`config.mk`:
```
export PLATFORM = sky130hd
export DESIGN_NAME = xo256_datapath
export DESIGN_NICKNAME = d
export VERILOG_FILES = /design/src/rtl/xo256_pkg.sv /design/src/rtl/xo256_datapath.sv
export SDC_FILE = /design/constraint.sdc
export NUM_CORES = 2
export LEC_CHECK = 0
export BUFFER_PORTS_ARGS = -buffer_cell sky130_fd_sc_hd__buf_4
export CAP_MARGIN = 10
export CORE_ASPECT_RATIO = 1.4
export CORE_UTILIZATION = 33
export CTS_CLUSTER_DIAMETER = 60
export DETAILED_ROUTE_END_ITERATION = 8
export GPL_TIMING_DRIVEN = 1
export MAX_ROUTING_LAYER = met4
export SYNTH_ARGS = -nofsm -noshare
export SYNTH_HDL_FRONTEND = slang
export SYNTH_SLANG_ARGS = --single-unit
```
`constraint.sdc`:
```
create_clock -name clk -period 22.6 [get_ports clk]
set_input_delay 2.26 -clock clk [delete_from_list [all_inputs] [get_ports clk]]
set_output_delay 2.26 -clock clk [all_outputs]
set_load 0.1 [all_outputs]
```
`src/rtl/xo256_pkg.sv`:
```
`default_nettype none
package xo256_pkg;

    localparam int WordW = 64;

    typedef enum logic [2:0] {
        MODE_DRAW     = 3'd0,
        MODE_BOUNDED  = 3'd1,
        MODE_RESEED   = 3'd2,
        MODE_JUMP     = 3'd3,
        MODE_LONGJUMP = 3'd4
    } mode_t;

    localparam logic [63:0] GoldenGamma = 64'h9e3779b97f4a7c15;
    localparam logic [63:0] MixMulA     = 64'hbf58476d1ce4e5b9;
    localparam logic [63:0] MixMulB     = 64'h94d049bb133111eb;

    localparam logic [255:0] JumpShort = {64'h39abdc4529b1661c, 64'ha9582618e03fc9aa,
                                          64'hd5a61266f0c9392c, 64'h180ec6d33cfd0aba};
    localparam logic [255:0] JumpLong  = {64'h39109bb02acbe635, 64'h77710069854ee241,
                                          64'hc5004e441c522fb3, 64'h76e15d3efefdcbbf};

    // state after seeding with zero
    localparam logic [63:0] Seed0S0 = 64'he220a8397b1dcdaf;
    localparam logic [63:0] Seed0S1 = 64'h6e789e6aa1b965f4;
    localparam logic [63:0] Seed0S2 = 64'h06c45d188009454f;
    localparam logic [63:0] Seed0S3 = 64'hf88bb8a8724c81ec;

    // datapath operations
    typedef enum logic [3:0] {
        OP_NONE      = 4'd0,
        OP_ADVANCE   = 4'd1,  // state step, capture scrambled value
        OP_JACC_CLR  = 4'd2,  // also zeroes the result
        OP_JUMP_STEP = 4'd3,  // conditional accumulate then step
        OP_JUMP_LOAD = 4'd4,
        OP_MIX_ADD   = 4'd5,  // acc += gamma (seed + gamma in slot 0), z = acc
        OP_MIX_PRE   = 4'd6,  // z ^= z >> 30 or 27
        OP_MUL_LL    = 4'd7,  // prod = zl * kl
        OP_MUL_LH    = 4'd8,  // prod += (zl * kh) << 32
        OP_MUL_HL    = 4'd9,  // z = prod + (zh * kl) << 32
        OP_MIX_STORE = 4'd10, // store finished word into state slot
        OP_DIV_INIT  = 4'd11, // begin remainder of dividend by bound
        OP_DIV_STEP  = 4'd12,
        OP_RES_CLR   = 4'd13,
        OP_RES_REM   = 4'd14, // result <= remainder
        OP_THR_SAVE  = 4'd15  // threshold <= remainder
    } op_t;

    typedef enum logic [1:0] {
        DSRC_NEG   = 2'd0, // 0 - bound
        DSRC_VALUE = 2'd1  // last scrambled value
    } dsrc_t;

    typedef struct packed {
        op_t         op;
        logic [1:0]  slot;
        logic [7:0]  bit_idx;
        logic        jump_far;
        logic        mix_rnd;  // 0: first splitmix round, 1: second
        logic        capture;  // latch seed and bound of the accepted beat
        dsrc_t       dsrc;
    } dp_cmd_t;

    typedef struct packed {
        logic div_done;
        logic bound_zero;
        logic accept_val; // value >= threshold
    } dp_stat_t;

endpackage
`default_nettype wire

```
`src/rtl/xo256_datapath.sv`:
```
`default_nettype none
module xo256_datapath
    import xo256_pkg::*;
(
    input  wire logic        clk,
    input  wire logic        rst_n,
    input  wire dp_cmd_t     cmd,
    input  wire logic [63:0] seed_word,
    input  wire logic [63:0] bound_word,
    output dp_stat_t         stat,
    output logic [63:0]      result
);

    logic [63:0] s_reg [4];
    logic [63:0] jacc_reg [4];
    logic [63:0] mix_acc_reg, z_reg, prod_reg;
    logic [63:0] seed_reg, bound_reg;
    logic [63:0] value_reg, thr_reg, res_reg;
    logic [63:0] rem_reg, dvd_reg;
    logic [6:0]  dcnt_reg;
    logic [63:0] t17, n0, n1, n2, n3, x3;
    logic [63:0] scr1, scr;
    logic [255:0] tab;
    logic [64:0] trial;
    logic [63:0] rem_sh;
    logic [63:0] kmul;
    logic [31:0] mul_a, mul_b;
    logic [63:0] mul_p;

    assign t17 = s_reg[1] << 17;
    assign n2  = s_reg[2] ^ s_reg[0] ^ t17;
    assign x3  = s_reg[3] ^ s_reg[1];
    assign n1  = s_reg[1] ^ s_reg[2] ^ s_reg[0];
    assign n0  = s_reg[0] ^ x3;
    assign n3  = {x3[18:0], x3[63:19]};

    // s1*5 = s1 + s1<<2 ; *9 = v + v<<3
    assign scr1 = s_reg[1] + (s_reg[1] << 2);
    assign scr  = {scr1[56:0], scr1[63:57]} + ({scr1[56:0], scr1[63:57]} << 3);

    assign tab = cmd.jump_far ? JumpLong : JumpShort;

    // one shared 32x32 multiplier; low 64 bits of z * k over three steps
    assign kmul  = cmd.mix_rnd ? MixMulB : MixMulA;
    assign mul_a = (cmd.op == OP_MUL_HL) ? z_reg[63:32] : z_reg[31:0];
    assign mul_b = (cmd.op == OP_MUL_LH) ? kmul[63:32] : kmul[31:0];
    assign mul_p = mul_a * mul_b;

    assign rem_sh = {rem_reg[62:0], dvd_reg[63]};
    assign trial  = {rem_reg[63], rem_sh} - {1'b0, bound_reg};

    always_ff @(posedge clk or negedge rst_n)
    begin
        if (!rst_n)
        begin
            s_reg[0] <= Seed0S0;
            s_reg[1] <= Seed0S1;
            s_reg[2] <= Seed0S2;
            s_reg[3] <= Seed0S3;
            dcnt_reg <= '0;
        end
        else
        begin
            case (cmd.op)
                OP_ADVANCE, OP_JUMP_STEP:
                begin
                    s_reg[0] <= n0;
                    s_reg[1] <= n1;
                    s_reg[2] <= n2;
                    s_reg[3] <= n3;
                end
                OP_JUMP_LOAD:
                begin
                    for (int i = 0; i < 4; i++) s_reg[i] <= jacc_reg[i];
                end
                OP_MIX_STORE: s_reg[cmd.slot] <= z_reg ^ (z_reg >> 31);
                OP_DIV_INIT:  dcnt_reg <= 7'd64;
                OP_DIV_STEP:  dcnt_reg <= dcnt_reg - 7'd1;
                default: ;
            endcase
        end
    end

    always_ff @(posedge clk)
    begin
        if (cmd.capture)
        begin
            seed_reg  <= seed_word;
            bound_reg <= bound_word;
        end
        case (cmd.op)
            OP_ADVANCE:
            begin
                value_reg <= scr;
                res_reg   <= scr;
            end
            OP_JACC_CLR:
            begin
                for (int i = 0; i < 4; i++) jacc_reg[i] <= '0;
                res_reg <= '0;
            end
            OP_JUMP_STEP:
            begin
                if (tab[cmd.bit_idx])
                    for (int i = 0; i < 4; i++) jacc_reg[i] <= jacc_reg[i] ^ s_reg[i];
            end
            OP_MIX_ADD:
            begin
                if (cmd.slot == 2'd0)
                begin
                    mix_acc_reg <= seed_reg + GoldenGamma;
                    z_reg       <= seed_reg + GoldenGamma;
                end
                else
                begin
                    mix_acc_reg <= mix_acc_reg + GoldenGamma;
                    z_reg       <= mix_acc_reg + GoldenGamma;
                end
            end
            OP_MIX_PRE:
                z_reg <= cmd.mix_rnd ? (z_reg ^ (z_reg >> 27)) : (z_reg ^ (z_reg >> 30));
            OP_MUL_LL: prod_reg <= mul_p;
            OP_MUL_LH: prod_reg <= prod_reg + {mul_p[31:0], 32'd0};
            OP_MUL_HL: z_reg    <= prod_reg + {mul_p[31:0], 32'd0};
            OP_DIV_INIT:
            begin
                rem_reg <= '0;
                dvd_reg <= (cmd.dsrc == DSRC_NEG) ? (64'd0 - bound_word) : value_reg;
            end
            OP_DIV_STEP:
            begin
                dvd_reg <= dvd_reg << 1;
                rem_reg <= trial[64] ? rem_sh : trial[63:0];
            end
            OP_RES_CLR:  res_reg <= '0;
            OP_RES_REM:  res_reg <= rem_reg;
            OP_THR_SAVE: thr_reg <= rem_reg;
            default: ;
        endcase
    end

    assign stat.div_done   = (dcnt_reg == 7'd0);
    assign stat.bound_zero = (bound_word == 64'd0);
    assign stat.accept_val = (value_reg >= thr_reg);
    assign result = res_reg;

endmodule
`default_nettype wire

```
Word-level counts from Yosys, hierarchy flattened

Memory sizes are Yosys's and may differ from the RTL's.
Index checks and enable logic that the tools add are counted.

$add $sub $neg: 8
Multipliers: 1
Order comparisons: 4
Equal/unequal tests: 15
Mux-type cells: 29
Bitwise logic cells: 18
Reductions and logical operators: 12

Operators by type and width:

| kind                     | number |
|---|---|
| $pmux W256 S3            | 1 |
| $xor A64 B64 Y64         | 10 |
| $mux W64                 | 9 |
| $pmux W64 S2             | 3 |
| $pmux W64 S3             | 2 |
| $bwmux W256              | 1 |
| $mux W248                | 1 |
| $add A64 B64 Y64         | 3 |
| $add A64 B64 Y64 const B | 2 |
| $demux W64 S2            | 1 |
| $sub A65 B64 Y65         | 1 |
| $ge A64 B64 Y1           | 1 |
| $logic_not A64 Y1        | 1 |
| $mul A32 B32 Y64         | 1 |
| $mux W32                 | 2 |
| $sub A1 B64 Y64 const A  | 1 |
| $xor A64 B33 Y64         | 1 |
| $xor A64 B34 Y64         | 1 |
| $xor A64 B37 Y64         | 1 |
| $mux W62                 | 1 |
| $eq A4 B4 Y1 const B     | 8 |
| $eq A4 B3 Y1 const B     | 4 |
| $pmux W7 S2              | 1 |
| $lt A8 B9 Y1 const B     | 1 |
| other kinds (15)         | 29 |

Register bits after elaboration: 903
Bits in writable memories: 256
Bits of input ports: 149
Output and inout port bits: 67
Logic and storage cells: 103
Memories: 1

Memory list:

| name     | words | width | read ports | clocked after Yosys merged registers in | write ports | RTL line             | source |
|---|---|---|---|---|---|---|---|
| jacc_reg | 4     | 64    | 4          | 0                                       | 4           | xo256_datapath.sv:15 | `logic [63:0] jacc_reg [4];` |

Logic depth before layout (Yosys ltp)

Depth in word-level cells: 7
Gate-level depth with buffers: 45

Least setup slack after synthesis

Ideal clock, no wire load.

Kind: in2reg
Start point: input port cmd[16] (netlist name)
End point: memory jacc_reg[0][0], enable pin
Arrival time: 21.288 ns
Required time: 21.351 ns
Setup slack: 0.063 ns
Stages on the path: 3
Path buffers: 1
Cells stage by stage: clkbuf_1 nand2b_1 o31ai_1

RTL lines:

| item        | RTL line             | source |
|---|---|---|
| from (decl) | xo256_datapath.sv:7  | `input wire dp_cmd_t cmd,` |
| to (decl)   | xo256_datapath.sv:15 |  |

Final worst setup path

Start point: input port cmd[16] (netlist name)
End point: register prod_reg[63] (data pin)

Cells in the longest elaborated chain, start to end: 5

RTL lines:

| item                                   | RTL line                                                         | source |
|---|---|---|
| $eq A4 B4 Y1, on equally long branches | xo256_datapath.sv:45, xo256_datapath.sv:46, xo256_datapath.sv:91 |  |
| $mux W32, on equally long branches     | xo256_datapath.sv:45, xo256_datapath.sv:46                       |  |
| $mul A32 B32 Y64                       | xo256_datapath.sv:47                                             | `assign mul_p = mul_a * mul_b;` |
| $add A64 B64 Y64                       | xo256_datapath.sv:123                                            | `OP_MUL_LH: prod_reg <= prod_reg + {mul_p[31:0], 32'd0};` |
| $pmux W64 S2 *                         | xo256_datapath.sv:91                                             | `case (cmd.op)` |
| to (signal assigned)                   | xo256_datapath.sv:122                                            | `OP_MUL_LL: prod_reg <= mul_p;` |
| to (signal assigned)                   | xo256_datapath.sv:123                                            |  |
| to (decl)                              | xo256_datapath.sv:16                                             | `logic [63:0] mix_acc_reg, z_reg, prod_reg;` |

Every way passes the cells marked *; elsewhere a longest branch is shown, timed or not.
A chain may end at the register's enable or synchronous reset.

==> flow_summary.json <==
{
  "status": "complete, no violations",
  "gp_congestion": 1.04,
  "synth-warning-count": 0,
  "synth.area.top_cells": "edfxtp_1, fa_1, ha_1, xnor2_1, nor2_1",
  "io_pins": 216,
  "overflow": 0,
  "yosysSeqAreaShare_pct": 33.5,
  "grt.total_usage_pct": 23.8,
  "synth_cells": 10354,
  "cts_tree": "yes",
  "cts_root_buf": "clkbuf_16",
  "hold_path.class": "register to register",
  "cts_setup_buffers": 0,
  "r2r_cells": 38,
  "initial_core_util_pct": 33.1,
  "grt_max_degree": 173,
  "cts.path.max_buffers": 4,
  "numCtsBuffers": 148,
  "async_reset_ff_share_pct": 22.7,
  "netlist.area_leader.share_pct": 26.8,
  "die_width_um": 468,
  "vias": 77972,
  "finalCriticalPeriod_ps": 13040,
  "drt_iter0_drc": 6447,
  "detail_route.vias_per_cell": 5.41,
  "portBuffers": 215,
  "ys.flop_type": "edfxtp_1",
  "fmax_mhz": 76.7,
  "grt_pass1_vias": 79417,
  "detail_route.wl_per_cell_um": 24.9,
  "clk_pin_slew_ps": 60,
  "die_area_um2": 306000,
  "cp_num_cells": 42,
  "syn_area_per_cell_um2": 9.69,
  "critical_path.top_delay_family": "adder cells",
  "final_nets": 11915,
  "worstSetupPathType": "primary input to register",
  "clk-insertion-delay-late_ps": 840,
  "crit_top_cell": "inv_1",
  "wirelength_um": 358000,
  "hold_viol_final": 0,
  "syn_nets": 11954,
  "cts.repair.resized": 0,
  "period_share_pct": 57.7,
  "required_ps": 23160,
  "grt_first_pass_wirelength_um": 526000,
  "first_pass_iters": 6,
  "synth_edf_count": 896,
  "synth_top_area_cell": "edfxtp_1",
  "crit_path_end_kind": "register",
  "max_slew.worst_pin.slew_ps": 1260,
  "rsz0062_at_grt": "false",
  "drc": 0,
  "drt.antenna.violating_nets": 0,
  "syn2layout_area_growth_pct": 10.5,
  "maxCapViolations": 0,
  "hold_depth": 1,
  "tns_ps": 0,
  "ys_ff_latch": 1159,
  "syn_area_um2": 100000,
  "startpoint_type": "primary input",
  "slowest_delay_ps": 630,
  "rows": 239,
  "clkSinkCount": 1159,
  "critPathMaxFanout": 23,
  "drive_gt1_share_pct": 7.37,
  "drv_slew": 0,
  "antenna_found_initial": 14,
  "clock_skew_ps": 106,
  "hpwl_um": 273000,
  "htreeDepth": 4,
  "slew_headroom_pct": 13.3,
  "postCtsHoldBufs": 0,
  "setup_viol": 0,
  "fp.dieH_um": 654,
  "critical_path_arrival_ps": 13600,
  "synth_cell_type_count": 96,
  "critPathBufInv": 9,
  "core_area_um2": 303000,
  "slowest_stage": "fa_1"
}
## layer usage
| metal | vias to the layer above | global-route usage (%) | wire (um) |
|---|---|---|---|
| met4 | 0 | 16.7 | 30200 |
| li1 | 35248 | - | - |
| met1 | 38881 | 26.4 | 132000 |
| met5 | - | - | 0 |
| met2 | 2941 | 39.8 | 176000 |
| met3 | 902 | 2.94 | 20100 |
## kinds of logic after synthesis
group | synth area share [%]
and+or+nand+nor | 11.5
xor gates and xnor gates | 7.78
DFF | 33.5
AOI/OAI and AO/OA | 14.3
muxes | 2.21
adders and majority gates | 24.3
buffers and inverters | 6.37
other | 0.00374
## cell type report
type / count / area [um^2]
diodes: 13 / 32.5
clock buffers: 192 / 4030
clock inverters: 66 / 682
fillers: 30705 / 192000
inverters: 1157 / 4340
multi-input cells: 7505 / 60500
flip-flops and latches: 1159 / 33600
well taps: 3976 / 4970
repair buffers: 344 / 2630
## cell usage in the layout, fill, tap and decap left out, types with 32 or more instances in the layout
master / n
inv_1: 1147
nor2_1: 1137
edfxtp_1: 896
fa_1: 823
nand2_1: 809
a21oi_1: 761
xnor2_1: 628
ha_1: 628
o21ai_0: 557
buf_4: 337
xor2_1: 256
mux2i_1: 205
a21o_1: 185
clkbuf_16: 151
dfrtp_1: 142
nand3_1: 125
dfstp_2: 121
a221oi_1: 110
nor3_1: 98
a22o_1: 93
a31oi_1: 87
nand2b_1: 69
nand4_1: 69
nor2b_1: 60
and2_1: 58
a22oi_1: 58
and3_1: 54
o21bai_1: 50
a2bb2oi_1: 41
or3_1: 38
a211oi_1: 37
o21a_1: 37
a211o_1: 37
o211ai_1: 33
o22ai_1: 32
## final timing paths
check / start / slack (ps) / endpoint
max reg2reg: z_reg[39] / 11170 / prod_reg[63]
max: cmd[16] / 9560 / prod_reg[63]
min in group asynchronous: rst_n / 1480 / s_reg[209]
min reg2reg: dcnt_reg[5] / 480 / dcnt_reg[5]
max in group asynchronous: rst_n / 19520 / s_reg[92]
min: dcnt_reg[5] / 480 / dcnt_reg[5]
## metrics by stage
stage	area [um^2]	hold slack (ps)	std cells	worst slack [ps]	util [%]
final	111000	484	14412	9560	36.6
after global routing	111000	482	14409	8810	36.6
after CTS	111000	472	14399	9730	36.6
after detailed placement	106000	466	14141	8910	35.1
after global placement	106000	455	14139	8870	35.1
after floorplan	100000	438	10354	62.7	-
## worst register-to-register path: cells and delay by family (launching register included)
family,cells,cell delay [ps]
simple gates,8,2020
buf+inv,7,730
flops,1,930
compound gates,11,2730
fa+ha+maj,10,4390
xor+xnor,2,370
## cell usage after synthesis (27+ instances only)
cell type  instances
nor2_1          1148
nand3_1          127
or3_1             38
nand2_1          815
a2bb2oi_1         41
fa_1             823
a21oi_1          762
dfrtp_1          142
mux2i_1          207
o21a_1            37
o21bai_1          50
edfxtp_1         896
nand2b_1          72
dfstp_2          121
inv_1           1147
o22a_1            27
buf_1             31
nor2b_1           60
and2_1            59
clkbuf_1         478
a211o_1           37
o211ai_1          33
a31oi_1           87
a221oi_1         110
o22ai_1           32
nand4_1           69
o21ai_0          559
ha_1             628
a21o_1           185
a22o_1            93
and3_1            54
a22oi_1           58
a211oi_1          37
nor3_1           102
xor2_1           257
xnor2_1          630
Power is not shown: default switching activity piles up to over one toggle a cycle in this logic, so the estimate is an artifact.
