File: config.mk
export PLATFORM = sky130hd
export DESIGN_NAME = xo256_ctrl
export DESIGN_NICKNAME = d
export VERILOG_FILES = /design/src/rtl/xo256_pkg.sv /design/src/rtl/xo256_ctrl.sv
export SDC_FILE = /design/constraint.sdc
export NUM_CORES = 1
export LEC_CHECK = 0
export ABC_AREA = 1
export BUFFER_PORTS_ARGS = -buffer_cell sky130_fd_sc_hd__buf_2
export CAP_MARGIN = 20
export CORE_MARGIN = 2
export CORE_UTILIZATION = 55
export CTS_BUF_LIST = sky130_fd_sc_hd__clkbuf_8
export DETAILED_ROUTE_END_ITERATION = 10
export PLACE_DENSITY = 0.82
export SLEW_MARGIN = 5
export SYNTH_ARGS = -nofsm -noshare
export SYNTH_HDL_FRONTEND = slang
export SYNTH_SLANG_ARGS = --single-unit
File: constraint.sdc
create_clock -name clk -period 3.1 [get_ports clk]
set_input_delay 0 -clock clk [delete_from_list [all_inputs] [get_ports clk]]
set_output_delay 0 -clock clk [all_outputs]
set_load 0.005 [all_outputs]
File: src/rtl/xo256_pkg.sv
`default_nettype none
package xo256_pkg;

    localparam int WordW = 64;

    typedef enum logic [2:0] {
        MODE_DRAW     = 3'd0,
        MODE_BOUNDED  = 3'd1,
        MODE_RESEED   = 3'd2,
        MODE_JUMP     = 3'd3,
        MODE_LONGJUMP = 3'd4
    } mode_t;

    localparam logic [63:0] GoldenGamma = 64'h9e3779b97f4a7c15;
    localparam logic [63:0] MixMulA     = 64'hbf58476d1ce4e5b9;
    localparam logic [63:0] MixMulB     = 64'h94d049bb133111eb;

    localparam logic [255:0] JumpShort = {64'h39abdc4529b1661c, 64'ha9582618e03fc9aa,
                                          64'hd5a61266f0c9392c, 64'h180ec6d33cfd0aba};
    localparam logic [255:0] JumpLong  = {64'h39109bb02acbe635, 64'h77710069854ee241,
                                          64'hc5004e441c522fb3, 64'h76e15d3efefdcbbf};

    // state after seeding with zero
    localparam logic [63:0] Seed0S0 = 64'he220a8397b1dcdaf;
    localparam logic [63:0] Seed0S1 = 64'h6e789e6aa1b965f4;
    localparam logic [63:0] Seed0S2 = 64'h06c45d188009454f;
    localparam logic [63:0] Seed0S3 = 64'hf88bb8a8724c81ec;

    // datapath operations
    typedef enum logic [3:0] {
        OP_NONE      = 4'd0,
        OP_ADVANCE   = 4'd1,  // state step, capture scrambled value
        OP_JACC_CLR  = 4'd2,  // also zeroes the result
        OP_JUMP_STEP = 4'd3,  // conditional accumulate then step
        OP_JUMP_LOAD = 4'd4,
        OP_MIX_ADD   = 4'd5,  // acc += gamma (seed + gamma in slot 0), z = acc
        OP_MIX_PRE   = 4'd6,  // z ^= z >> 30 or 27
        OP_MUL_LL    = 4'd7,  // prod = zl * kl
        OP_MUL_LH    = 4'd8,  // prod += (zl * kh) << 32
        OP_MUL_HL    = 4'd9,  // z = prod + (zh * kl) << 32
        OP_MIX_STORE = 4'd10, // store finished word into state slot
        OP_DIV_INIT  = 4'd11, // begin remainder of dividend by bound
        OP_DIV_STEP  = 4'd12,
        OP_RES_CLR   = 4'd13,
        OP_RES_REM   = 4'd14, // result <= remainder
        OP_THR_SAVE  = 4'd15  // threshold <= remainder
    } op_t;

    typedef enum logic [1:0] {
        DSRC_NEG   = 2'd0, // 0 - bound
        DSRC_VALUE = 2'd1  // last scrambled value
    } dsrc_t;

    typedef struct packed {
        op_t         op;
        logic [1:0]  slot;
        logic [7:0]  bit_idx;
        logic        jump_far;
        logic        mix_rnd;  // 0: first splitmix round, 1: second
        logic        capture;  // latch seed and bound of the accepted beat
        dsrc_t       dsrc;
    } dp_cmd_t;

    typedef struct packed {
        logic div_done;
        logic bound_zero;
        logic accept_val; // value >= threshold
    } dp_stat_t;

endpackage
`default_nettype wire

File: src/rtl/xo256_ctrl.sv
`default_nettype none
module xo256_ctrl
    import xo256_pkg::*;
(
    input  wire logic       clk,
    input  wire logic       rst_n,
    input  wire logic       in_valid,
    output logic            in_ready,
    input  wire logic [2:0] mode,
    input  wire logic       out_busy,
    output logic            out_load,
    output dp_cmd_t         cmd,
    input  wire dp_stat_t   stat
);

    typedef enum logic [9:0] {
        S_IDLE   = 10'b0000000001,
        S_MIXA   = 10'b0000000010,
        S_MIXM   = 10'b0000000100,
        S_JLOAD  = 10'b0000001000,
        S_MIXS   = 10'b0000010000,
        S_JUMP   = 10'b0000100000,
        S_DIV    = 10'b0001000000,
        S_DRAW   = 10'b0010000000,
        S_CHECK  = 10'b0100000000,
        S_DONE   = 10'b1000000000
    } state_t;

    state_t      state_reg, state_next;
    logic [7:0]  cnt_reg, cnt_next;
    logic [1:0]  slot_reg, slot_next;
    logic        long_reg, long_next;
    logic        phase_reg, phase_next; // 0: threshold div, 1: result div

    assign in_ready = (state_reg == S_IDLE);

    always_ff @(posedge clk or negedge rst_n)
    begin
        if (!rst_n)
        begin
            state_reg <= S_IDLE;
            cnt_reg   <= '0;
            slot_reg  <= '0;
            long_reg  <= 1'b0;
            phase_reg <= 1'b0;
        end
        else
        begin
            state_reg <= state_next;
            cnt_reg   <= cnt_next;
            slot_reg  <= slot_next;
            long_reg  <= long_next;
            phase_reg <= phase_next;
        end
    end

    always_comb
    begin
        state_next = state_reg;
        cnt_next   = cnt_reg;
        slot_next  = slot_reg;
        long_next  = long_reg;
        phase_next = phase_reg;
        out_load   = 1'b0;
        cmd        = '{op: OP_NONE, slot: slot_reg, bit_idx: cnt_reg,
                       jump_far: long_reg, mix_rnd: 1'b0, capture: 1'b0,
                       dsrc: DSRC_NEG};
        case (state_reg)
            S_IDLE:
            begin
                if (in_valid && in_ready)
                begin
                    cmd.capture = 1'b1;
                    case (mode)
                        MODE_DRAW:
                        begin
                            cmd.op = OP_ADVANCE;
                            state_next = S_DONE;
                            phase_next = 1'b0;
                        end
                        MODE_BOUNDED:
                        begin
                            if (stat.bound_zero)
                            begin
                                cmd.op = OP_RES_CLR;
                                out_load = 1'b0;
                                state_next = S_DONE;
                                phase_next = 1'b1;
                            end
                            else
                            begin
                                cmd.op = OP_DIV_INIT;
                                cmd.dsrc = DSRC_NEG;
                                phase_next = 1'b0;
                                state_next = S_DIV;
                            end
                        end
                        MODE_RESEED:
                        begin
                            cmd.op = OP_RES_CLR;
                            slot_next = 2'd0;
                            state_next = S_MIXA;
                        end
                        MODE_JUMP, MODE_LONGJUMP:
                        begin
                            cmd.op = OP_JACC_CLR;
                            cnt_next = 8'd0;
                            long_next = (mode == MODE_LONGJUMP);
                            state_next = S_JUMP;
                        end
                        default:
                        begin
                            cmd.op = OP_RES_CLR;
                            state_next = S_DONE;
                            phase_next = 1'b1;
                        end
                    endcase
                end
            end
            S_MIXA:
            begin
                cmd.op = OP_MIX_ADD;
                cnt_next = 8'd0;
                state_next = S_MIXM;
            end
            S_MIXM:
            begin
                // two rounds, each an xorshift then a three-step multiply
                case (cnt_reg[1:0])
                    2'd0:    cmd.op = OP_MIX_PRE;
                    2'd1:    cmd.op = OP_MUL_LL;
                    2'd2:    cmd.op = OP_MUL_LH;
                    default: cmd.op = OP_MUL_HL;
                endcase
                cmd.mix_rnd = cnt_reg[2];
                cnt_next = cnt_reg + 8'd1;
                if (cnt_reg == 8'd7)
                    state_next = S_MIXS;
            end
            S_MIXS:
            begin
                cmd.op = OP_MIX_STORE;
                slot_next = slot_reg + 2'd1;
                if (slot_reg == 2'd3)
                begin
                    state_next = S_DONE;
                    phase_next = 1'b1;
                end
                else
                begin
                    state_next = S_MIXA;
                end
            end
            S_JUMP:
            begin
                cmd.op = OP_JUMP_STEP;
                cnt_next = cnt_reg + 8'd1;
                if (cnt_reg == 8'd255)
                    state_next = S_JLOAD;
            end
            S_JLOAD:
            begin
                cmd.op = OP_JUMP_LOAD;
                state_next = S_DONE;
                phase_next = 1'b1;
            end
            S_DIV:
            begin
                if (stat.div_done)
                begin
                    if (!phase_reg)
                    begin
                        cmd.op = OP_THR_SAVE;
                        state_next = S_DRAW;
                    end
                    else
                    begin
                        cmd.op = OP_RES_REM;
                        state_next = S_DONE;
                        phase_next = 1'b0;
                        out_load = 1'b0;
                    end
                end
                else
                begin
                    cmd.op = OP_DIV_STEP;
                end
            end
            S_DRAW:
            begin
                cmd.op = OP_ADVANCE;
                state_next = S_CHECK;
            end
            S_CHECK:
            begin
                if (stat.accept_val)
                begin
                    cmd.op = OP_DIV_INIT;
                    cmd.dsrc = DSRC_VALUE;
                    phase_next = 1'b1;
                    state_next = S_DIV;
                end
                else
                begin
                    state_next = S_DRAW;
                end
            end
            S_DONE:
            begin
                // hold until the output register can take the result
                if (!out_busy)
                begin
                    out_load = 1'b1;
                    state_next = S_IDLE;
                end
            end
            default: state_next = S_IDLE;
        endcase
    end

    // a result is shown only from the finish state
    assert property (@(posedge clk) disable iff (!rst_n)
        out_load |-> state_reg == S_DONE)
        else $error("result loaded outside finish");
    assert property (@(posedge clk) disable iff (!rst_n)
        (state_reg == S_JUMP && cnt_reg == 8'd255) |=> state_reg == S_JLOAD)
        else $error("jump did not finish after 256 steps");
    assert property (@(posedge clk) disable iff (!rst_n)
        (state_reg != S_IDLE) |-> !in_ready)
        else $error("ready while busy");
    assert property (@(posedge clk) disable iff (!rst_n)
        out_load |-> !out_busy)
        else $error("result loaded into a full output register");

endmodule
`default_nettype wire

## Word level (Yosys, flattened, before mapping)

Index checks and enable logic that the tools add are counted.

| storage, ports and cells | value |
|---|---|
| ROM bits | 0 |
| input bits | 10 |
| memories | 0 |
| memory bits (writable) | 0 |
| logic and storage cells | 89 |
| register bits after elaboration | 22 |
| bits in latches | 0 |
| output and inout port bits | 21 |

| cells by class | value |
|---|---|
| reductions and logical operators | 14 |
| order comparisons | 0 |
| equality and inequality tests | 29 |
| shift operators | 0 |
| bitwise operators | 0 |
| div/mod/pow operators | 0 |
| add/subtract/negate cells | 2 |
| multiply operators | 0 |
| multiplexer cells | 39 |

Operators with widths:

| operator | number |
|---|---|
| 10-bit one-hot mux with 10 select lines | 1 |
| 10-bit two-way mux | 8 |
| 4-bit one-hot mux with 9 select lines | 1 |
| 10-bit one-hot mux with 3 select lines | 1 |
| 8-bit two-way mux | 3 |
| 4-bit one-hot mux with 3 select lines | 2 |
| 8-bit one-hot mux with 3 select lines | 1 |
| 2-bit != test, second input constant | 7 |
| 4-bit two-way mux | 3 |
| 1-bit two-way mux | 11 |
| 10-bit by 1-bit == test with 1-bit output, second input constant | 1 |
| 10-bit == test, second input constant | 1 |
| 10-bit by 2-bit == test with 1-bit output, second input constant | 1 |
| 10-bit by 3-bit == test with 1-bit output, second input constant | 1 |
| 10-bit by 4-bit == test with 1-bit output, second input constant | 1 |
| 10-bit by 5-bit == test with 1-bit output, second input constant | 1 |
| 10-bit by 6-bit == test with 1-bit output, second input constant | 1 |
| 10-bit by 7-bit == test with 1-bit output, second input constant | 1 |
| 10-bit by 8-bit == test with 1-bit output, second input constant | 1 |
| 10-bit by 9-bit == test with 1-bit output, second input constant | 1 |
| 3-bit AND reduction | 3 |
| 8-bit by 1-bit adder with 8-bit output, second input constant | 1 |
| 8-bit by 3-bit == test with 1-bit output, second input constant | 1 |
| 8-bit == test, second input constant | 1 |
| other kinds (22) | 30 |

## Logic depth before layout (Yosys ltp)

Gate-level depths: netlist (run 1).

| logic depth | value |
|---|---|
| word-level depth | 5 |
| mapped depth | 11 |
| gate-level depth less buffers | 11 |

## Worst setup path before layout (run 1)

OpenSTA, ideal clock, no wires.

| timing | value |
|---|---|
| path kind | reg2reg |
| start point | reg cnt_reg[0] |
| end point | reg cnt_reg[6] |
| cell stages (with the launch flop) | 9 |
| clock period less this slack | 1.593 ns |
| arrival | 1.474 ns |
| path buffers | 0 |
| setup slack | 1.507 ns |
| cells stage by stage | dfrtp_1 > ha_1 > nand2_1 > nor3_1 > nand2_1 > nor2_1 > nor2_2 > nor2_1 > a21oi_2 |

| between the ends | value |
|---|---|
| longest elaborated chain between the ends | 2 |

RTL lines:

| item | RTL line | text |
|---|---|---|
| from (decl) | xo256_ctrl.sv:30 | `logic [7:0] cnt_reg, cnt_next;` |
| from (signal assigned) | xo256_ctrl.sv:50 | `cnt_reg <= cnt_next;` |
| 8-bit by 1-bit adder with 8-bit output | xo256_ctrl.sv:136, xo256_ctrl.sv:157 |  |
| 8-bit one-hot mux with 3 select lines | xo256_ctrl.sv:68 | `case (state_reg)` |

No other way between the ends.
A chain may end at the register's enable or synchronous reset.

==> metrics.md, run 1 <==
| Metric | Value |
|---|---|
| Status | `completed` |
| Post-Route WL | `between 4000 and 5000 um` |
| Avg WL per Cell | `approximately 13 um` |
| Max VDD drop | `~400 uV` |
| CTS root buf | `clkbuf_8` |
| H-tree lvl count | `1` |
| CTS max path bufs | `2` |
| Worst Path Max Fanout | `4` |
| Post-synth top cells | `65 x nand2_1, 42 x nor2_1, 35 x inv_1` |
| Final hold vios | `0` |
| CTS tree | `yes` |
| Most common cell in the netlist | `nand2_1` |
| Half-perimeter wire length after placement | `3540 um` |
| Final WS setup | `1.20 ns` |
| Tmin final | `~1.9 ns` |
| RSZ-0062 raised after global routing | `false` |
| Worst Setup SP | `state_reg[4]$_DFFE_PN0P_` |
| Die H | `62.7 um` |
| All-layer global routing usage | `0.247` |
| Area share of xor/xnor cells in the synthesized design | `0.00463` |
| GPL Wtd Cong | `0.881` |
| Max-Cap Viols | `0` |
| Slowest CP cell | `dfrtp_1` |
| Max Transition Viols Final | `0` |
| Core area | `roughly 3300 sq um` |
| Vias per cell | `between 5 and 6` |
| Vias in the first global route | `between 1500 and 2000` |
| Top post-synthesis cells by area | `dfrtp_1 28%, nand2_1 13%, nor2_1 8.3%` |
| Clock-pin slew on the worst setup and hold paths | `about 0.080 ns` |
| YS warnings | `0` |
| # IOs | `31` |
| Initial Utilization | `0.572` |
| Crit-path max cell delay | `0.43 ns` |
| CP endpoint kind | `primary output` |
| Pre-antenna DRT Iters | `5` |
| Setup Viol. Count Final | `0` |
| Largest net degree at the start of global routing | `23` |
| Largest family of logic cells by synthesized area | `simple AND/OR/NAND/NOR gates` |
| Proportion of synthesized area in mux cells | `0` |
| Post-Synthesis Cells | `~270` |
| First-pass GRT wire length | `7680 um` |
| Worst reg2reg startpoint | `cnt_reg[0]$_DFFE_PN0P_` |
| Post-route ant nets | `0` |
| Max reg flops | `10` |
| P&R area growth vs syn | `13.4%` |
| Overall power | `0.00149 W` |
| Lkg Pwr | `between 1 and 1.5 nW` |
| Register area share after synthesis | `0.291` |
| Number of buffers and inverters on the critical path | `3` |
| Setup crit start kind | `flop` |
| CP endpoint | `cmd[15]` |
| Worst Tran Pin Value | `roughly 0.52 ns` |
| Synth Flop Type | `dfrtp_1` |
| Postcts setup bufs | `0` |
| Final nets | `320` |
| Number of cells on the worst reg-to-reg path | `8` |
| Row Count | `21` |
| Distinct cell type count after synthesis | `28` |
| Clk sinks | `22` |
| #FFs+latches synth | `22` |
| Fraction of registers with async set/reset | `1.00` |
| Area of the multi-input gates | `about 1200 sq um` |
| Relative slew slack | `0.652` |
| Most frequent CP cell | `nor2_1` |
| Post-route cell area | `about 2100 sq um` |
| Via count | `roughly 1800` |
| Syn_nets | `~290` |
| Synth area leader | `dfrtp_1` |
| Netlist Area Pre-Place | `between 1500 and 2000 sq um` |
| Period Utilization, post-route | `0.613` |
| Post-Place Setup Slack | `~1.4 ns` |
| Die W | `62.7 um` |
| Share of layout cells above drive strength 1 | `0.263` |
| Post-Synth Adder-Cell Area | `0.0330` |
| Worst reg2reg path endpoint | `cnt_reg[6]$_DFFE_PN0P_` |
| Compound-Gate Fraction of Synth Area | `0.0701` |
| Req. time, crit path | `3.10 ns` |
| Final hold slack | `~0.037 ns` |
| Cell Area, Placed | `roughly 2100 sq um` |
| Arrival @ worst endpoint | `between 1.5 and 2 ns` |
| R2r setup slk | `1.39 ns` |
| Post-synth top area share | `0.278` |
| Simple-Gate Fraction of Synth Area | `0.506` |
| Worst Hold Class | `in2reg` |
| Post-synth EDFFs | `0` |
| CTS Buf Count | `3` |
| ANT cells | `0` |
| Initial drt markers | `100` |
| Crit path kind | `reg2out` |
| DRC viols | `0` |
| Port bufs | `29` |
| Die ar. | `between 3000 and 4000 sq um` |
| Pwr dens | `around 700 nW/um^2` |
| Stages on the worst setup path | `10` |
| Clk_lat worst skew | `~0.27 ns` |
| Post-Syn Area per Cell | `roughly 7 sq um` |
| Fillers | `323` |
| Register area | `552 sq um` |
| Max Freq | `about 530 MHz` |
| Crit-path cells | `nor2_4 > inv_1 > nor2_1 > nand2_2 > inv_2 > nand2_1 > nor2_1 > nor2_1 > o211ai_1 > buf_2` |
| Clock Skews | `between 0.001 and 0.0015 ns` |
| Post-Route Setup TNS | `0 ns` |
| Top delay family on crit path | `simple AND/OR/NAND/NOR gates` |
| Initial antenna violation count | `0` |
| GRT overflow | `0` |
power by group:
group	total, W	switching (W)	internal (W)	leakage [nW]
Combinational	0.000799	0.000505	0.000294	0.913
Sequential	0.000480	0.0000991	0.000381	0.291
Clock	0.000211	0.0000973	0.000113	0.0288
worst register-to-register path, cell delays in order (launching register included):
cell     delay, ns
dfrtp_1       0.44
ha_1          0.23
nand2_1       0.11
nor3_1        0.36
nand2_1       0.12
nor2_1        0.13
nor2_2        0.05
nor2_1        0.12
a21oi_2       0.04
final cells by class:
class / instances / share of cell area
Tap cell: 46 / 0.0268
Inverter: 42 / 0.0746
Clock buffer: 4 / 0.0257
Multi-Input combinational cell: 206 / 0.543
Timing Repair Buffer: 30 / 0.0723
Sequential cell: 22 / 0.257
what timing repair did:
action,4_1_cts,5_1_grt
hold buffers,1,0
hold endpoints to repair,21,0
setup endpoints to repair,0,0
gates resized for setup,0,0
kinds of logic after synthesis:
| family | after synthesis |
|---|---|
| AO/OA/AOI/OAI | 22 |
| buffers and inverters | 44 |
| AND/OR/NAND/NOR | 177 |
| other | 1 |
| flip-flops | 22 |
| adder cells (fa/ha/maj) | 5 |
| XOR/XNOR | 1 |
worst min-delay path by stage:
stage	from	end	slack (ns)	cells after the start
floorplan	rst_n	cnt_reg[0]$_DFFE_PN0P_	-0.30	0
global placement	rst_n	slot_reg[0]$_DFFE_PN0P_	0.004	1
detailed placement	rst_n	slot_reg[1]$_DFFE_PN0P_	0.002	1
CTS	stat[2]	state_reg[6]$_DFFE_PN0P_	0.04	4
global route	stat[2]	state_reg[6]$_DFFE_PN0P_	0.05	4
finish	stat[2]	state_reg[6]$_DFFE_PN0P_	0.04	4
placed cells by master (no fill, tap or decap):
cell / instances
a21oi_1: 2
a21oi_2: 4
buf_2: 29
clkbuf_8: 4
conb_1: 1
dfrtp_1: 21
dfstp_2: 1
dlygate4sd3_1: 1
ha_1: 5
inv_1: 35
inv_2: 6
inv_4: 1
nand2_1: 65
nand2_2: 4
nand2_4: 6
nand3_1: 25
nand3_2: 1
nand3_4: 4
nand3b_1: 2
nand4_1: 3
nor2_1: 42
nor2_2: 7
nor2_4: 12
nor2_8: 1
nor3_1: 4
o211ai_1: 3
o21ai_0: 9
o21ai_1: 4
or2_0: 1
xor2_1: 1
routing by layer:
layer | vias to the layer above | track usage | wire (um)
li1 | 923 | - | -
met1 | 815 | 0.349 | 2150
met2 | 45 | 0.402 | 2050
met3 | 5 | 0.0216 | 175
met4 | 0 | 0.0778 | 55
met5 | - | 0 | 0
through the flow:
stage           util  std cells
6_report       0.648        350
4_1_cts        0.648        350
3_3_place_gp   0.628        345
5_1_grt        0.648        350
2_1_floorplan      -        272
3_5_place_dp   0.628        345
Power figures use the tool's default switching activity.
==> run 2, diff against run 1 <==
--- a/config.mk
+++ b/config.mk
@@ -9,10 +9,10 @@
 export BUFFER_PORTS_ARGS = -buffer_cell sky130_fd_sc_hd__buf_2
 export CAP_MARGIN = 20
 export CORE_MARGIN = 2
-export CORE_UTILIZATION = 55
+export CORE_UTILIZATION = 53
 export CTS_BUF_LIST = sky130_fd_sc_hd__clkbuf_8
 export DETAILED_ROUTE_END_ITERATION = 10
-export PLACE_DENSITY = 0.82
+export PLACE_DENSITY = 0.83
 export SLEW_MARGIN = 5
 export SYNTH_ARGS = -nofsm -noshare
 export SYNTH_HDL_FRONTEND = slang
==> constraint.sdc (replaced) <==
create_clock -name clk -period 1.58 [get_ports clk]
set_input_delay 0 -clock clk [delete_from_list [all_inputs] [get_ports clk]]
set_output_delay 0 -clock clk [all_outputs]
set_load 0.005 [all_outputs]
==> metrics.md, run 2 (synthesis gave the netlist of run 1 again) <==
| Metric | Value |
|---|---|
| Share of layout cells above drive strength 1 | `0.523 (+0.260)` |
| Worst Tran Pin Value | `0.550 ns (+0.0286 ns)` |
| Clk sinks | `22 (unchanged)` |
| Via count | `2399 (+34%)` |
| Core area | `3390 sq um (+2.4%)` |
| Setup crit start kind | `flop` |
| GRT overflow | `0 (unchanged)` |
| Clock-pin slew on the worst setup and hold paths | `0.09 ns (about the same)` |
| DRC viols | `0 (unchanged)` |
| Die W | `63.8 um (+1.7%)` |
| Avg WL per Cell | `19.3 um (+53%)` |
| Port bufs | `29 (unchanged)` |
| Final nets | `366 (+14%)` |
| Crit path kind | `reg2out` |
| Status | `complete, but fails checks` |
| Max Transition Viols Final | `0 (unchanged)` |
| Post-route cell area | `2830 sq um (+32%)` |
| CTS max path bufs | `2 (unchanged)` |
| Overall power | `0.00425 W (+180%)` |
| Max reg flops | `10 (unchanged)` |
| Fillers | `164 (-49%)` |
| CP endpoint kind | `primary output` |
| All-layer global routing usage | `0.313 (+0.0656)` |
| Period Utilization, post-route | `1.17` |
| Post-Route WL | `7660 um (+73%)` |
| Setup Viol. Count Final | `28 (+28)` |
| Lkg Pwr | `1.52 nW (+23%)` |
| Final hold vios | `0 (unchanged)` |
| H-tree lvl count | `1 (unchanged)` |
| CTS Buf Count | `3 (unchanged)` |
| Worst Hold Class | `in2reg` |
| Tmin final | `1.84 ns` |
| First-pass GRT wire length | `9770 um (+27%)` |
| Arrival @ worst endpoint | `1.84 ns (-0.06 ns)` |
| Post-route ant nets | `0 (unchanged)` |
| GPL Wtd Cong | `0.888 (+0.78%)` |
| Max VDD drop | `793 uV (+98%)` |
| CTS tree | `yes` |
| Initial Utilization | `0.559 (-0.0133)` |
| Final WS setup | `-0.265 ns (-1.46 ns)` |
| Worst Path Max Fanout | `4 (unchanged)` |
| Clock Skews | `0.00447 ns (+0.00324 ns)` |
| Post-layout util | `0.834 (+0.185)` |
| Post-Place Setup Slack | `-0.0494 ns (-1.44 ns)` |
| Final std cells w/o fill | `396 (+13%)` |
| Max Freq | `around 540 MHz` |
| Placed cells | `361 (+4.6%)` |
| Pwr dens | `1500 nW/um^2 (+120%)` |
| Max-Cap Viols | `0 (unchanged)` |
| Commonest non-fill, non-tap cell in the layout | `nand2_1` |
| RSZ-0062 raised after global routing | `true` |
| Half-perimeter wire length after placement | `3910 um (+10%)` |
| Failing checks | `setup timing` |
| Pre-antenna DRT Iters | `5 (unchanged)` |
| Die ar. | `4070 sq um (+3.5%)` |
| Relative slew slack | `0.633 (-0.0190)` |
| Clk_lat worst skew | `0.28 ns (about the same)` |
| Largest net degree at the start of global routing | `23 (unchanged)` |
| Req. time, crit path | `1.58 ns (-1.52 ns)` |
| ANT cells | `0 (unchanged)` |
| P&R area growth vs syn | `49.2%` |
| CTS root buf | `clkbuf_8` |
| Die H | `63.8 um (+1.7%)` |
| Initial antenna violation count | `0 (unchanged)` |
| Vias per cell | `6.06 (+19%)` |
| Crit-path max cell delay | `0.46 ns (+0.03 ns)` |
| Cell Area, Placed | `2210 sq um (+6.0%)` |
| Vias in the first global route | `2099 (+25%)` |
| Most frequent cells in the layout | `47 x nand2_1, 34 x buf_4, 30 x inv_1, 28 x nor2_1, 26 x buf_2` |
| Crit-path cells | `nor2_4 > inv_1 > nor2_1 > buf_4 > nand2_2 > inv_2 > nand2_2 > nor2_2 > nor2_1 > o211ai_1 > buf_2` |
| # IOs | `31 (unchanged)` |
| Slowest CP cell | `dfrtp_2` |
| Row Count | `21 (unchanged)` |
| Initial drt markers | `265 (+170%)` |
-- run 2: cell types whose count changed in the layout (fill, tap and decap cells not counted), sizes merged --
cell	previous run	this run
clkbuf	4	3
buf	29	75
bufinv	0	1
-- run 2: critical path, delay by kind of cell (launching register included) --
| family | cells | cell delay (ns) |
|---|---|---|
| buffers and inverters | 4 | 0.43 |
| flip-flops | 1 | 0.46 |
| AO/OA/AOI/OAI | 1 | 0.08 |
| AND/OR/NAND/NOR | 6 | 0.59 |
-- run 2: worst paths after layout --
path / from / end / slack, ns / cells past startpoint
setup / recovery: state_reg[5]$_DFFE_PN0P_ / cmd[15] / -0.26 / 11
hold / removal: mode[2] / long_reg$_DFFE_PN0P_ / 0.03 / 3
setup reg to reg: state_reg[6]$_DFFE_PN0P_ / cnt_reg[4]$_DFFE_PN0P_ / -0.23 / 10
hold reg to reg: long_reg$_DFFE_PN0P_ / long_reg$_DFFE_PN0P_ / 0.50 / 2
max in group asynchronous: rst_n / state_reg[3]$_DFFE_PN0P_ / 0.94 / 2
min in group asynchronous: rst_n / phase_reg$_DFFE_PN0P_ / 0.23 / 2
-- run 2: cell type report --
type	instances	area, sq um	area share
Multi-Input combinational cell	206	1380	0.489
Timing Repair Buffer	76	582	0.206
Sequential cell	22	558	0.198
Inverter	42	175	0.0620
Tap cell	46	57.6	0.0204
Clock buffer	3	41.3	0.0146
Clock inverter	1	30.0	0.0106
-- run 2: what timing repair did --
action	4_1_cts	5_1_grt
pin swaps	15	25
endpoints found under the setup margin	17	27
buffers inserted	12	18
hold buffers	1	0
endpoints found under the hold margin	21	0
gates cloned	0	0
resized for setup	27	64
-- run 2: layer usage --
layer,vias to the layer above,track usage,part of all wire
met5,-,0,0
li1,1005,-,-
met2,208,0.537,0.47
met3,55,0.0458,0.091
met4,0,0.163,0.061
met1,1131,0.378,0.38
-- run 2: through the flow --
stage	hold WS, ns	TNS [ns]
after CTS	0.0481	-1.67
after global routing	0.0541	-5.17
after global placement	0.00279	0
final	0.0282	-3.92
after detailed placement	0.00445	-0.131
after floorplan	-0.296	0
-- run 2: power breakdown --
group | internal (W) | switching (W)
registers | 0.000752 | 0.000215
logic | 0.00116 | 0.00155
clock network | 0.000340 | 0.000228
==> run 3, diff against run 2 <==
--- a/config.mk
+++ b/config.mk
@@ -12,7 +12,7 @@
 export CORE_UTILIZATION = 53
 export CTS_BUF_LIST = sky130_fd_sc_hd__clkbuf_8
 export DETAILED_ROUTE_END_ITERATION = 10
-export PLACE_DENSITY = 0.83
+export PLACE_DENSITY = 0.79
 export SLEW_MARGIN = 5
 export SYNTH_ARGS = -nofsm -noshare
 export SYNTH_HDL_FRONTEND = slang
==> metrics.md, run 3 (synthesis gave the netlist of run 1 again) <==
| Metric | Value |
|---|---|
| Die H | `63.8 um (unchanged)` |
| Placed cells | `364 (+0.83%)` |
| Row Count | `21 (unchanged)` |
| Hold path startpoint | `mode[2]` |
| Period Utilization, post-route | `1.11 (-0.0533)` |
| Worst reg2reg startpoint | `state_reg[7]$_DFFE_PN0P_` |
| CTS tree | `yes` |
| Crit-path max cell delay | `0.43 ns (-0.03 ns)` |
| Post-route cell area | `2700 sq um (-4.3%)` |
| Max Transition Viols Final | `0 (unchanged)` |
| Arrival @ worst endpoint | `1.76 ns (-0.08 ns)` |
| Final hold vios | `0 (unchanged)` |
| Stages on the worst setup path | `9 (-2)` |
| Half-perimeter wire length after placement | `3910 um (about the same)` |
| Share of layout cells above drive strength 1 | `0.487 (-0.0358)` |
| Initial antenna violation count | `0 (unchanged)` |
| Largest net degree at the start of global routing | `23 (unchanged)` |
| Max-Cap Viols | `0 (unchanged)` |
| Clk_lat worst skew | `0.27 ns (about the same)` |
| CTS max path bufs | `2 (unchanged)` |
| Worst reg2reg path endpoint | `cnt_reg[4]$_DFFE_PN0P_` |
| P&R area growth vs syn | `42.8%` |
| Req. time, crit path | `1.58 ns (about the same)` |
| Status | `complete, but fails checks` |
| CP endpoint | `cmd[15]` |
| ANT cells | `0 (unchanged)` |
| GRT overflow | `0 (unchanged)` |
| Vias in the first global route | `2073 (-1.2%)` |
| Crit-path cells | `nor2_4 > buf_6 > nand2_4 > nor2_4 > nand2_4 > nand2_1 > nor2_1 > o211ai_1 > buf_2` |
| Core area | `3390 sq um (unchanged)` |
| Port bufs | `29 (unchanged)` |
| Worst Tran Pin Value | `0.621 ns (+0.0706 ns)` |
| CTS Buf Count | `3 (unchanged)` |
| CP endpoint kind | `primary output` |
| RSZ-0062 raised after global routing | `true` |
| Setup crit start kind | `flop` |
| Final hold slack | `0.0661 ns (+0.0378 ns)` |
| Max reg flops | `10 (unchanged)` |
| Most frequent cells in the layout | `55 x nand2_1, 38 x buf_4, 29 x nor2_1, 28 x inv_1, 28 x buf_2` |
| Fillers | `196 (+20%)` |
| Die W | `63.8 um (unchanged)` |
| Slowest CP cell | `dfrtp_1` |
| Top delay family on crit path | `simple AND/OR/NAND/NOR gates` |
| Pwr dens | `1400 nW/um^2 (-7.1%)` |
| R2r setup slk | `-0.14 ns (+0.09 ns)` |
| Pre-antenna DRT Iters | `5 (unchanged)` |
| DRC viols | `0 (unchanged)` |
| Setup Viol. Count Final | `22 (-21%)` |
| Worst Hold Class | `in2reg` |
| Post-layout util | `0.797 (-0.0362)` |
| Final WS setup | `-0.180 ns (+0.0842 ns)` |
| Post-Place Setup Slack | `-0.00932 ns (+0.0401 ns)` |
| Max Freq | `568 MHz (+4.8%)` |
| Max VDD drop | `891 uV (+12%)` |
| Initial Utilization | `0.559 (unchanged)` |
| Via count | `2213 (-7.8%)` |
| Lkg Pwr | `1.48 nW (-2.6%)` |
| All-layer global routing usage | `0.288 (-0.0243)` |
| Avg WL per Cell | `16.6 um (-14%)` |
| Worst Path Max Fanout | `4 (unchanged)` |
| First-pass GRT wire length | `9140 um (-6.4%)` |
| H-tree lvl count | `1 (unchanged)` |
| Clock-pin slew on the worst setup and hold paths | `0.09 ns (about the same)` |
| Cell Area, Placed | `2230 sq um (+1.0%)` |
| Post-route ant nets | `0 (unchanged)` |
| Number of buffers and inverters on the critical path | `2 (-2)` |
| Relative slew slack | `0.582 (-0.0514)` |
| Final nets | `363 (-0.82%)` |
| Die ar. | `4070 sq um (unchanged)` |
| Clock Skews | `0.00245 ns (-0.00202 ns)` |
| # IOs | `31 (unchanged)` |
| Worst Setup SP | `state_reg[1]$_DFFE_PN0P_` |
| GPL Wtd Cong | `0.891 (+0.39%)` |
| Post-Route WL | `6520 um (-15%)` |
| Number of cells on the worst reg-to-reg path | `8 (-2)` |
| Initial drt markers | `150 (-43%)` |
| Clk sinks | `22 (unchanged)` |
| Failing checks | `setup timing` |
| CTS root buf | `clkbuf_8` |
| Crit path kind | `reg2out` |
| Final std cells w/o fill | `393 (-0.76%)` |
| Vias per cell | `5.63 (-7.0%)` |
| Commonest non-fill, non-tap cell in the layout | `nand2_1` |
| Tmin final | `1.76 ns (-0.0842 ns)` |
[run 3: how the worst min path moves through the flow]
stage / end / depth (start not counted)
floorplan: cnt_reg[0]$_DFFE_PN0P_ / 0
global placement: slot_reg[0]$_DFFE_PN0P_ / 1
detailed placement: slot_reg[0]$_DFFE_PN0P_ / 1
CTS: state_reg[5]$_DFFE_PN0P_ / 3
global route: long_reg$_DFFE_PN0P_ / 3
finish: long_reg$_DFFE_PN0P_ / 3
[run 3: layer usage]
layer  vias to the layer above  wire length [um]  track usage
met5                         -                 0            0
met2                       143              3180        0.505
li1                       1002                 -            -
met1                      1029              2420        0.342
met3                        39               598       0.0651
met4                         0               325        0.111
[run 3: worst register-to-register path, cell delays in order (launching register included)]
cell and delay, ns:
dfrtp_1 0.43, nor2_4 0.20, buf_4 0.16, nand2_1 0.13
nor2_1 0.25, nor2_1 0.12, nand3_4 0.13, nand2_1 0.11
a21oi_2 0.13
[run 3: repair_timing]
action | 4_1_cts | 5_1_grt
resized for setup | 25 | 43
pin swaps | 18 | 21
hold endpoints to repair | 21 | 0
buffers inserted | 13 | 12
gates cloned | 0 | 0
endpoints found under the setup margin | 10 | 26
hold buffers | 1 | 0
[run 3: where the power goes]
group / internal [W] / switching, W
sequential: 0.000748 / 0.000194
combinational: 0.00100 / 0.00140
clock: 0.000223 / 0.000208
total: 0.00197 / 0.00180
[run 3: layout make-up]
| class | instances | area, sq um | area share |
|---|---|---|---|
| clock buffer | 4 | 55.1 | 0.0204 |
| multi-input combinational | 206 | 1360 | 0.504 |
| sequential | 22 | 552 | 0.204 |
| inverter | 42 | 165 | 0.0611 |
| timing repair buffer | 73 | 512 | 0.189 |
| tap | 46 | 57.6 | 0.0213 |
[run 3: through the flow]
stage / power, W / TNS (ns)
floorplan: 0.00209 / 0
CTS: 0.00333 / -1.54
finish: 0.00377 / -2.01
global placement: 0.00261 / 0
detailed placement: 0.00266 / -0.00932
global route: 0.00398 / -3.46
